==> config.mk <==
export PLATFORM = sky130hd
export DESIGN_NAME = npc_ctrl
export DESIGN_NICKNAME = d
export VERILOG_FILES = /design/src/hw/rtl/npc_pkg.sv /design/src/hw/rtl/npc_ctrl.sv
export SDC_FILE = /design/constraint.sdc
export NUM_CORES = 1
export LEC_CHECK = 0
export BUFFER_PORTS_ARGS = -buffer_cell sky130_fd_sc_hd__buf_2
export CAP_MARGIN = 20
export CORE_AREA = 3 3 40 42
export DETAILED_ROUTE_END_ITERATION = 6
export DIE_AREA = 0 0 43 45
export PLACE_DENSITY = 0.51
export SLEW_MARGIN = 30
export SYNTH_ARGS = -nofsm -noshare
export SYNTH_HDL_FRONTEND = slang
export SYNTH_SLANG_ARGS = --single-unit
==> constraint.sdc <==
create_clock -name clk -period 1.6 [get_ports clk]
set_clock_uncertainty 0.2 [all_clocks]
set_input_delay 0.32 -clock clk [delete_from_list [all_inputs] [get_ports clk]]
set_output_delay 0.32 -clock clk [all_outputs]
set_load 0.02 [all_outputs]
==> src/hw/rtl/npc_pkg.sv <==
// nearest palette color: shared types and constants
// no dependencies; imported by the interfaces, controller, datapath, top level and checker

package npc_pkg;

  localparam int COMP_W  = 8;
  localparam int COLOR_W = 3 * COMP_W;
  localparam int INDEX_W = 8;
  localparam int SQ_W    = 2 * COMP_W;
  localparam int DIST_W  = 18;

  // larger than any real distance, so entry 0 always wins the first compare
  localparam logic [DIST_W-1:0] DIST_START = DIST_W'(256 * 256 * 3);

  localparam logic OP_WRITE = 1'b0;
  localparam logic OP_QUERY = 1'b1;

  typedef logic [COMP_W-1:0]  comp_t;
  typedef logic [COLOR_W-1:0] color_t;
  typedef logic [DIST_W-1:0]  dist_t;

  // controller to datapath
  typedef struct packed {
    logic wr_entry;    // store the input beat in the palette
    logic cache_clr;   // drop the cached answer
    logic query_start; // latch the query color, restart the address counter
    logic rd_en;       // read one palette entry
    logic emit;        // load the output register
    logic use_search;  // answer comes from the search, not the cache
  } dp_cmd_t;

  // datapath to controller
  typedef struct packed {
    logic cache_hit;
    logic rd_last;
    logic pipe_busy;
  } dp_sts_t;

endpackage

==> src/hw/rtl/npc_ctrl.sv <==
// nearest palette color controller: sequences writes, cache hits and searches
// depends on npc_pkg

module npc_ctrl
  import npc_pkg::*;
(
  input  logic    clk,
  input  logic    rst_n,
  input  logic    in_valid,
  input  logic    in_opcode,
  output logic    in_ready,
  output logic    out_valid,
  input  logic    out_ready,
  input  dp_sts_t sts,
  output dp_cmd_t cmd
);

  localparam logic [1:0] S_IDLE   = 2'd0;
  localparam logic [1:0] S_SEARCH = 2'd1;
  localparam logic [1:0] S_DRAIN  = 2'd2;
  localparam logic [1:0] S_EMIT   = 2'd3;

  logic [1:0] state_r, state_nxt;
  logic       use_search_r, use_search_nxt;
  logic       out_valid_r, out_valid_nxt;
  logic       in_acc;

  assign in_ready  = (state_r == S_IDLE);
  assign out_valid = out_valid_r;
  assign in_acc    = in_valid && in_ready;

  always_comb begin
    state_nxt      = state_r;
    use_search_nxt = use_search_r;
    out_valid_nxt  = out_valid_r && !out_ready;
    cmd            = '0;
    cmd.use_search = use_search_r;
    case (state_r)
      S_IDLE: begin
        if (in_acc) begin
          if (in_opcode == OP_WRITE) begin
            cmd.wr_entry  = 1'b1;
            cmd.cache_clr = 1'b1;
          end else if (sts.cache_hit) begin
            use_search_nxt = 1'b0;
            state_nxt      = S_EMIT;
          end else begin
            cmd.query_start = 1'b1;
            use_search_nxt  = 1'b1;
            state_nxt       = S_SEARCH;
          end
        end
      end
      S_SEARCH: begin
        cmd.rd_en = 1'b1;
        if (sts.rd_last) begin
          state_nxt = S_DRAIN;
        end
      end
      S_DRAIN: begin
        if (!sts.pipe_busy) begin
          state_nxt = S_EMIT;
        end
      end
      S_EMIT: begin
        if (!out_valid_r || out_ready) begin
          cmd.emit      = 1'b1;
          out_valid_nxt = 1'b1;
          state_nxt     = S_IDLE;
        end
      end
      default: begin
        state_nxt = S_IDLE;
      end
    endcase
  end

  always_ff @(posedge clk) begin
    if (!rst_n) begin
      state_r      <= S_IDLE;
      use_search_r <= 1'b0;
      out_valid_r  <= 1'b0;
    end else begin
      state_r      <= state_nxt;
      use_search_r <= use_search_nxt;
      out_valid_r  <= out_valid_nxt;
    end
  end

endmodule

==> impl_metrics.env, run 1 <==
export IMPL_status="finished with violations"
export IMPL_violations="setup timing"
export IMPL_cp_required_ns=1.08
export IMPL_diodes=0
export IMPL_synth_top_flop_cell="dfxtp_1"
export IMPL_die_w_um=43
export IMPL_cts_tree="done"
export IMPL_ys_seq_area_share_pct=25.2
export IMPL_dp_cells=62
export IMPL_powerDensity_nw_per_um2=1380
export IMPL_final_max_slew_viol_count=0
export IMPL_max_slew_margin_pct=89.2
export IMPL_drt_wl_total_um=760
export IMPL_post_dp_hpwl_um=533
export IMPL_fin_crit_sh_pct=103
export IMPL_cts_inserted_buffers=3
export IMPL_drc=0
export IMPL_crit_chain="inv_4 > ha_4 > nand3_4 > nor2_4 > buf_6"
export IMPL_grt_antenna_before_repair=0
export IMPL_fin_crit_ns=1.65
export IMPL_htree_levels=1
export IMPL_synthCells=34
export IMPL_clkLatencyLatePin_ns=0.23
export IMPL_grt_pass1_vias=310
export IMPL_fin_area_um2=538
export IMPL_port_buffers=15
export IMPL_async_reset_ff_share_pct=0
export IMPL_cts_max_path_buffers=2
export IMPL_grt_pass1_wl_um=1230
export IMPL_vdd_drop_max_uv=514
export IMPL_instances_no_fill=69
export IMPL_viasPerCell=4.32
export IMPL_clock_sinks=4
export IMPL_whs_ns=0.171
export IMPL_core_area_um2=1280
export IMPL_layout_common_cells="buf_2 (9), buf_6 (5), buf_4 (5)"
export IMPL_fin_util_pct=41.9
export IMPL_endpoint_kind="primary output"
export IMPL_syn_nets=47
export IMPL_synth_cell_types=18
export IMPL_synth_edf_count=0
export IMPL_ys_seq_elements=4
export IMPL_num_vias=298
export IMPL_slowest_delay_ns=0.35
export IMPL_hold_path_class="input port to register"
export IMPL_cts_root_buf="clkbuf_4"
export IMPL_max_freq_mhz=606
export IMPL_dr_pass1_iters=1
export IMPL_path_delay_family="flip-flops"
export IMPL_finalSetupTns_ns=-0.140
export IMPL_grt_overflow=0
export IMPL_finalHoldViolCount=0
export IMPL_die_y_um=45
export IMPL_maxCapViolations=0
export IMPL_critPathSlowestCell="dfxtp_4"
export IMPL_worst_slew_pin_slew_ns=0.162
export IMPL_start_kind="register"
export IMPL_ant_nets=0
export IMPL_crit_arrival_ns=1.13
export IMPL_path_buf_inv=2
export IMPL_grt_max_degree=7
export IMPL_cts_hold_buf=0
export IMPL_nets=69
export IMPL_path_max_fanout=4
export IMPL_setup_violations=6
export IMPL_final_common_cell="buf_2"
export IMPL_ios=16
export IMPL_rsz0062_at_grt="true"
export IMPL_synthToLayoutAreaGrowth_pct=69.3
export IMPL_drt_iter0_drc=0
export IMPL_fp_dieArea_um2=1940
export IMPL_drive_gt1_share_pct=61.1
export IMPL_avgSynthCellArea_um2=9.35
export IMPL_track_usage_pct=8.73
export IMPL_gp_congestion=0.693
export IMPL_timing_final_ws_setup_ns=-0.0494
export IMPL_worstSetupPathType="register to primary output"
export IMPL_path_clk_slew_ns=0.04
export IMPL_ys_warn_count=0
export IMPL_start_util_pct=24.7
export IMPL_routedWlPerCell_um=11.0
export IMPL_place_area_um2=417
export IMPL_row_count=13
export IMPL_leakage_nw=0.249
export IMPL_syn_cell_area_um2=318
metrics by stage:
stage	power, mW	setup slack (ns)
detailed placement	0.482	0.0486
finish	0.744	-0.0494
global placement	0.480	0.0679
floorplan	0.419	0.0314
global route	0.809	-0.105
CTS	0.701	-0.0685
logic make-up (layout without fill, tap and decap cells):
logic type	count (synthesis)	in the layout	share of synthesized area, %
buffers and inverters	4	24	7.09
AO/OA/AOI/OAI	5	5	13.8
flip-flops	4	4	25.2
multiplexers	2	2	6.30
adder cells (fa/ha/maj)	5	5	19.7
AND/OR/NAND/NOR	14	14	28.0
power breakdown:
group	internal, mW	switching (mW)	total [mW]	leakage, nW
sequential	0.130	0.0258	0.155	0.0338
clock	0.0836	0.0368	0.120	0.0138
combinational	0.252	0.216	0.468	0.201
worst reg2reg max path: cells and delay by family, from the launching register on:
kind | cells | cell delay [ns]
simple gates | 2 | 0.38
mux | 1 | 0.18
flops | 1 | 0.33
buf+inv | 2 | 0.19
fa+ha+maj | 1 | 0.16
cells in the mapped netlist (2+ instances only):
cell	count	area [um^2]
ha_1	5	62.6
dfxtp_1	4	80.1
nand2_1	4	15.0
buf_4	2	15.0
inv_1	2	7.51
mux2i_1	2	20.0
nor2_1	2	7.51
nor2b_1	2	12.5
o21a_1	2	15.0
layer usage:
metal,wire length (um),track usage (%)
met5,0,0
met2,429,14.4
met1,292,9.11
met4,0,9.04
met3,39,1.59
cell type report:
| type | instances | area, um^2 |
|---|---|---|
| clock buffers | 3 | 22.5 |
| fillers | 128 | 747 |
| inverters | 2 | 10.0 |
| multi-input cells | 26 | 263 |
| flip-flops and latches | 4 | 85.1 |
| well taps | 15 | 18.8 |
| repair buffers | 19 | 139 |
repair_timing:
action | 4_1_cts | 5_1_grt
buffers inserted | 3 | 1
hold endpoints to repair | 0 | 0
endpoints found under the setup margin | 5 | 7
resized for setup | 16 | 7
pin swaps | 2 | 3
path summary, 6_finish.rpt:
check | slack, ns | cells past startpoint | startpoint | endpoint
max reg2reg | 0.09 | 6 | state_r[1] | state_r[0]
min reg2reg | 0.29 | 2 | state_r[1] | state_r[1]
max | -0.05 | 5 | state_r[0] | cmd[3]
min | 0.17 | 2 | rst_n | use_search_r
flip-flops by register name (all words and copies together), names as in the netlist:
signal,count
state_r,2
use_search_r,1
out_valid,1
No activity file was read; power rests on OpenSTA's default activity.
==> inputs of run 2 (changes only) <==
CORE_AREA = 2 2 39 41   (was 3 3 40 42)
DIE_AREA = 0 0 41 43   (was 0 0 43 45)
==> run 2 against run 1 <==
Effect of this change: the flow still finishes with violations (setup timing); hold slack lost 0.0067 ns; first-iteration DRC count up 2; sequential cell count unchanged; setup slack improved by 0.032 ns; maximum frequency increased by 2.0%; sequential share of layout area shrank 1.3 points; wire length decreased by 14%; largest power group unchanged.
==> impl_metrics.env, run 2 (same netlist as run 1, synthesis figures left out) <==
export IMPL_drt_iter0_drc=2
export IMPL_timing_final_ws_setup_ns=-0.0172
export IMPL_setup_violations=4
export IMPL_row_count=14
export IMPL_fin_area_um2=587
export IMPL_grt_pass1_vias=300
export IMPL_gp_congestion=0.654
export IMPL_crit_arrival_ns=1.10
export IMPL_cts_max_path_buffers=2
export IMPL_port_buffers=15
export IMPL_nFillCells=137
export IMPL_largest_register_ffs=2
export IMPL_routedWlPerCell_um=9.11
export IMPL_cts_tree="done"
export IMPL_hold_path_class="input port to register"
export IMPL_grt_max_degree=7
export IMPL_fin_crit_sh_pct=101
export IMPL_dr_pass1_iters=2
export IMPL_violations="setup timing"
export IMPL_cts_root_buf="clkbuf_4"
export IMPL_layout_common_cells="buf_2 (9), buf_6 (7), buf_4 (5)"
export IMPL_diodes=0
export IMPL_slowest_delay_ns=0.32
export IMPL_vdd_drop_max_uv=395
export IMPL_critPathSlowestCell="dfxtp_2"
export IMPL_worstSetupPathType="register to primary output"
export IMPL_synthToLayoutAreaGrowth_pct=84.6
export IMPL_ios=16
export IMPL_place_area_um2=425
export IMPL_final_max_slew_viol_count=0
export IMPL_grt_overflow=0
export IMPL_clock_sinks=4
export IMPL_path_clk_slew_ns=0.04
export IMPL_dp_cells=64
export IMPL_instances_no_fill=72
export IMPL_status="finished with violations"
export IMPL_worst_slew_pin_slew_ns=0.145
export IMPL_cts_inserted_buffers=3
export IMPL_fp_dieArea_um2=1760
export IMPL_cp_required_ns=1.08
export IMPL_powerDensity_nw_per_um2=1360
export IMPL_ant_nets=0
export IMPL_grt_antenna_before_repair=0
export IMPL_drc=0
export IMPL_drive_gt1_share_pct=66.1
export IMPL_die_w_um=41
export IMPL_endpoint_kind="primary output"
export IMPL_maxCapViolations=0
export IMPL_fin_util_pct=42.4
export IMPL_drt_wl_total_um=656
export IMPL_grt_pass1_wl_um=1060
export IMPL_start_util_pct=23.0
export IMPL_start_kind="register"
export IMPL_max_slew_margin_pct=90.3
export IMPL_final_common_cell="buf_2"
export IMPL_path_max_fanout=3
export IMPL_num_vias=311
export IMPL_nets=71
export IMPL_max_freq_mhz=618
export IMPL_whs_ns=0.165
export IMPL_viasPerCell=4.32
export IMPL_crit_chain="buf_6 > ha_4 > nor2b_1 > buf_4"
export IMPL_leakage_nw=0.260
export IMPL_rsz0062_at_grt="true"
export IMPL_fin_crit_ns=1.62
export IMPL_die_y_um=43
export IMPL_core_area_um2=1380
export IMPL_finalHoldViolCount=0
export IMPL_track_usage_pct=9.34
export IMPL_top_register="state_r"
export IMPL_htree_levels=1
export IMPL_clkLatencyLatePin_ns=0.23
-- run 2: layout make-up --
class                      count  area (um^2)  share of cell area (%)
inverter                       2         10.0                    1.71
sequential                     4         85.1                    14.5
clock buffer                   3         22.5                    3.84
tap                           16         20.0                    3.41
multi-input combinational     26          288                    49.0
timing repair buffer          21          161                    27.5
-- run 2: timing repair --
item,in CTS,in global routing
pin swaps,2,3
gates resized for setup,24,5
buffers inserted,3,2
endpoints found under the setup margin,5,6
hold buffers,0,0
-- run 2: worst paths after layout --
kind,start,endpoint,slack [ns],depth (start not counted)
worst max-delay path,state_r[0],cmd[1],-0.02,4
worst max register to register,state_r[1],state_r[0],0.12,6
worst min-delay path,rst_n,out_valid,0.16,2
worst min register to register,state_r[1],state_r[1],0.32,2
-- run 2: through the flow --
stage / setup TNS (ns) / worst slack (ns) / total power [mW]
5_1_grt: -0.333 / -0.0735 / 0.865
4_1_cts: -0.160 / -0.0690 / 0.756
2_1_floorplan: 0 / 0.0314 / 0.419
6_report: -0.0622 / -0.0172 / 0.795
3_3_place_gp: 0 / 0.0927 / 0.490
3_5_place_dp: 0 / 0.0700 / 0.491
-- run 2: report_power, final --
part,leakage (nW),internal (mW),switching (mW),total [mW]
registers,0.0337,0.128,0.0234,0.152
logic,0.212,0.288,0.234,0.521
clock network,0.0138,0.0837,0.0387,0.122
total,0.260,0.500,0.296,0.795
-- run 2: routing by layer --
| metal | GRT usage (%) | up-vias | part of all wire [%] |
|---|---|---|---|
| met2 | 14.1 | 9 | 56 |
| li1 | - | 158 | - |
| met4 | 8.00 | 0 | 0 |
| met1 | 8.68 | 144 | 38 |
| met3 | 4.71 | 0 | 5.8 |
| met5 | 0 | - | 0 |
-- run 2: worst max-delay path, delay by kind of cell, from the launching register on --
family / cells / cell delay (ns)
DFF: 1 / 0.32
adders and majority gates: 1 / 0.15
buffers and inverters: 2 / 0.27
and+or+nand+nor: 1 / 0.12
==> inputs of run 3 (changes only) <==
CELL_PAD_IN_SITES_DETAIL_PLACEMENT = 0   (was not set)
CELL_PAD_IN_SITES_GLOBAL_PLACEMENT = 1   (was not set)
PLACE_DENSITY = 0.65   (was 0.51)
==> run 3 against run 2 <==
Effect of this change: the flow still finishes with violations (setup timing); power is 0.22% higher; via count up 3.5%; cell area rose by 1.3%; clock power up 6%; cell count up 4.2%; count of clock-buffer cells in the layout stayed put; critical endpoint unchanged; largest cell class unchanged; highest routed layer is now met4.
==> impl_metrics.env, run 3 (same netlist as run 1, synthesis figures left out) <==
export IMPL_cts_root_buf="clkbuf_4"
export IMPL_regToRegEndpoint="state_r[0]"
export IMPL_diodes=0
export IMPL_grt_antenna_before_repair=0
export IMPL_worstSetupPathType="register to primary output"
export IMPL_hold_path_class="input port to register"
export IMPL_critPathSlowestCell="dfxtp_2"
export IMPL_path_delay_family="flip-flops"
export IMPL_max_freq_mhz=610
export IMPL_synthToLayoutAreaGrowth_pct=87.0
export IMPL_rsz0062_at_grt="true"
export IMPL_hold_end="use_search_r"
export IMPL_vdd_drop_max_uv=371
export IMPL_ios=16
export IMPL_setup_violations=5
export IMPL_grt_pass1_vias=310
export IMPL_nets=74
export IMPL_die_w_um=41
export IMPL_violations="setup timing"
export IMPL_r2r_slack_ns=0.05
export IMPL_endpoint_kind="primary output"
export IMPL_row_count=14
export IMPL_cts_max_path_buffers=2
export IMPL_dr_pass1_iters=2
export IMPL_path_max_fanout=3
export IMPL_drc=0
export IMPL_grt_max_degree=7
export IMPL_nFillCells=136
export IMPL_ant_nets=0
export IMPL_drt_iter0_drc=5
export IMPL_drive_gt1_share_pct=67.8
export IMPL_status="finished with violations"
export IMPL_slowest_delay_ns=0.33
export IMPL_start_kind="register"
export IMPL_cts_inserted_buffers=3
export IMPL_critPathLaunch="state_r[1]"
export IMPL_path_clk_slew_ns=0.04
export IMPL_routedWlPerCell_um=9.64
export IMPL_pre_cts_slack_ns=0.0508
export IMPL_instances_no_fill=75
export IMPL_largest_register_ffs=2
export IMPL_core_area_um2=1380
export IMPL_top_register="state_r"
export IMPL_post_dp_hpwl_um=522
export IMPL_powerDensity_nw_per_um2=1340
export IMPL_dp_cells=64
export IMPL_start_util_pct=23.0
export IMPL_finalSetupTns_ns=-0.0990
export IMPL_clock_sinks=4
export IMPL_die_y_um=43
export IMPL_viasPerCell=4.29
export IMPL_port_buffers=15
export IMPL_path_buf_inv=2
export IMPL_maxCapViolations=0
export IMPL_grt_pass1_wl_um=1160
export IMPL_track_usage_pct=9.93
export IMPL_reg2reg_from="state_r[1]"
export IMPL_clkLatencyLatePin_ns=0.24
export IMPL_fin_crit_ns=1.64
export IMPL_final_common_cell="buf_2"
export IMPL_cts_tree="done"
export IMPL_grt_overflow=0
export IMPL_final_max_slew_viol_count=0
export IMPL_worst_slew_pin_slew_ns=0.169
export IMPL_p_total_mw=0.797
export IMPL_leakage_nw=0.268
export IMPL_max_slew_margin_pct=88.7
export IMPL_cp_required_ns=1.08
export IMPL_fin_crit_sh_pct=102
export IMPL_htree_levels=1
export IMPL_r2r_cells=7
export IMPL_fp_dieArea_um2=1760
export IMPL_hold_path_depth=2
export IMPL_finalHoldViolCount=0
export IMPL_drt_wl_total_um=723
export IMPL_crit_arrival_ns=1.12
export IMPL_num_vias=322
export IMPL_fin_util_pct=42.9
export IMPL_crit_chain="buf_6 > ha_4 > nor2b_1 > buf_4"
export IMPL_layout_common_cells="buf_2 (10), buf_4 (9), buf_6 (5)"
export IMPL_timing_final_ws_setup_ns=-0.0394
export IMPL_gp_congestion=0.651
export IMPL_min_delay_start="rst_n"
## run 3: what timing repair did
| item | 4_1_cts | 5_1_grt |
|---|---|---|
| buffers inserted | 5 | 3 |
| resized for setup | 17 | 8 |
| setup endpoints to repair | 4 | 5 |
| hold buffers | 0 | 0 |
| gates cloned | 0 | 0 |
| pin swaps | 3 | 5 |
## run 3: worst reg2reg max path: stages (launching register included)
cell and delay [ns]:
dfxtp_2 0.35, inv_2 0.06, ha_4 0.17, buf_4 0.13
buf_4 0.12, a21bo_4 0.18, nand4_4 0.09, mux2i_1 0.13
## run 3: how the worst max path moves through the flow
stage               endpoint  slack (ns)  cells past startpoint
CTS                   cmd[3]       -0.07                      5
detailed placement    cmd[3]        0.05                      5
global route          cmd[3]       -0.07                      5
global placement      cmd[3]        0.08                      5
finish                cmd[1]       -0.04                      4
floorplan             cmd[5]        0.03                      5
## run 3: metrics by stage
| step | area (um^2) | hold WS [ns] |
|---|---|---|
| after CTS | 534 | 0.154 |
| final | 594 | 0.160 |
| after detailed placement | 425 | 0.305 |
| after floorplan | 338 | 0.237 |
| after global routing | 594 | 0.172 |
| after global placement | 425 | 0.293 |
## run 3: power breakdown
group	internal [mW]	switching, mW	leakage, nW
Clock	0.0841	0.0447	0.0138
Sequential	0.130	0.0262	0.0338
Combinational	0.280	0.233	0.221
Total	0.494	0.304	0.268
## run 3: layer usage
layer | vias up | part of all wire, % | global-route usage, %
met5 | - | 0 | 0
met4 | 0 | 1.9 | 8.00
met3 | 2 | 6.8 | 3.14
met2 | 11 | 51 | 16.6
met1 | 147 | 40 | 8.97
li1 | 162 | - | -
## run 3: final cells by class
| type | instances | area, um^2 | area share, % |
|---|---|---|---|
| well taps | 16 | 20.0 | 3.37 |
| multi-input cells | 26 | 283 | 47.6 |
| clock buffers | 3 | 22.5 | 3.79 |
| flip-flops and latches | 4 | 85.1 | 14.3 |
| repair buffers | 24 | 174 | 29.3 |
| inverters | 2 | 10.0 | 1.68 |
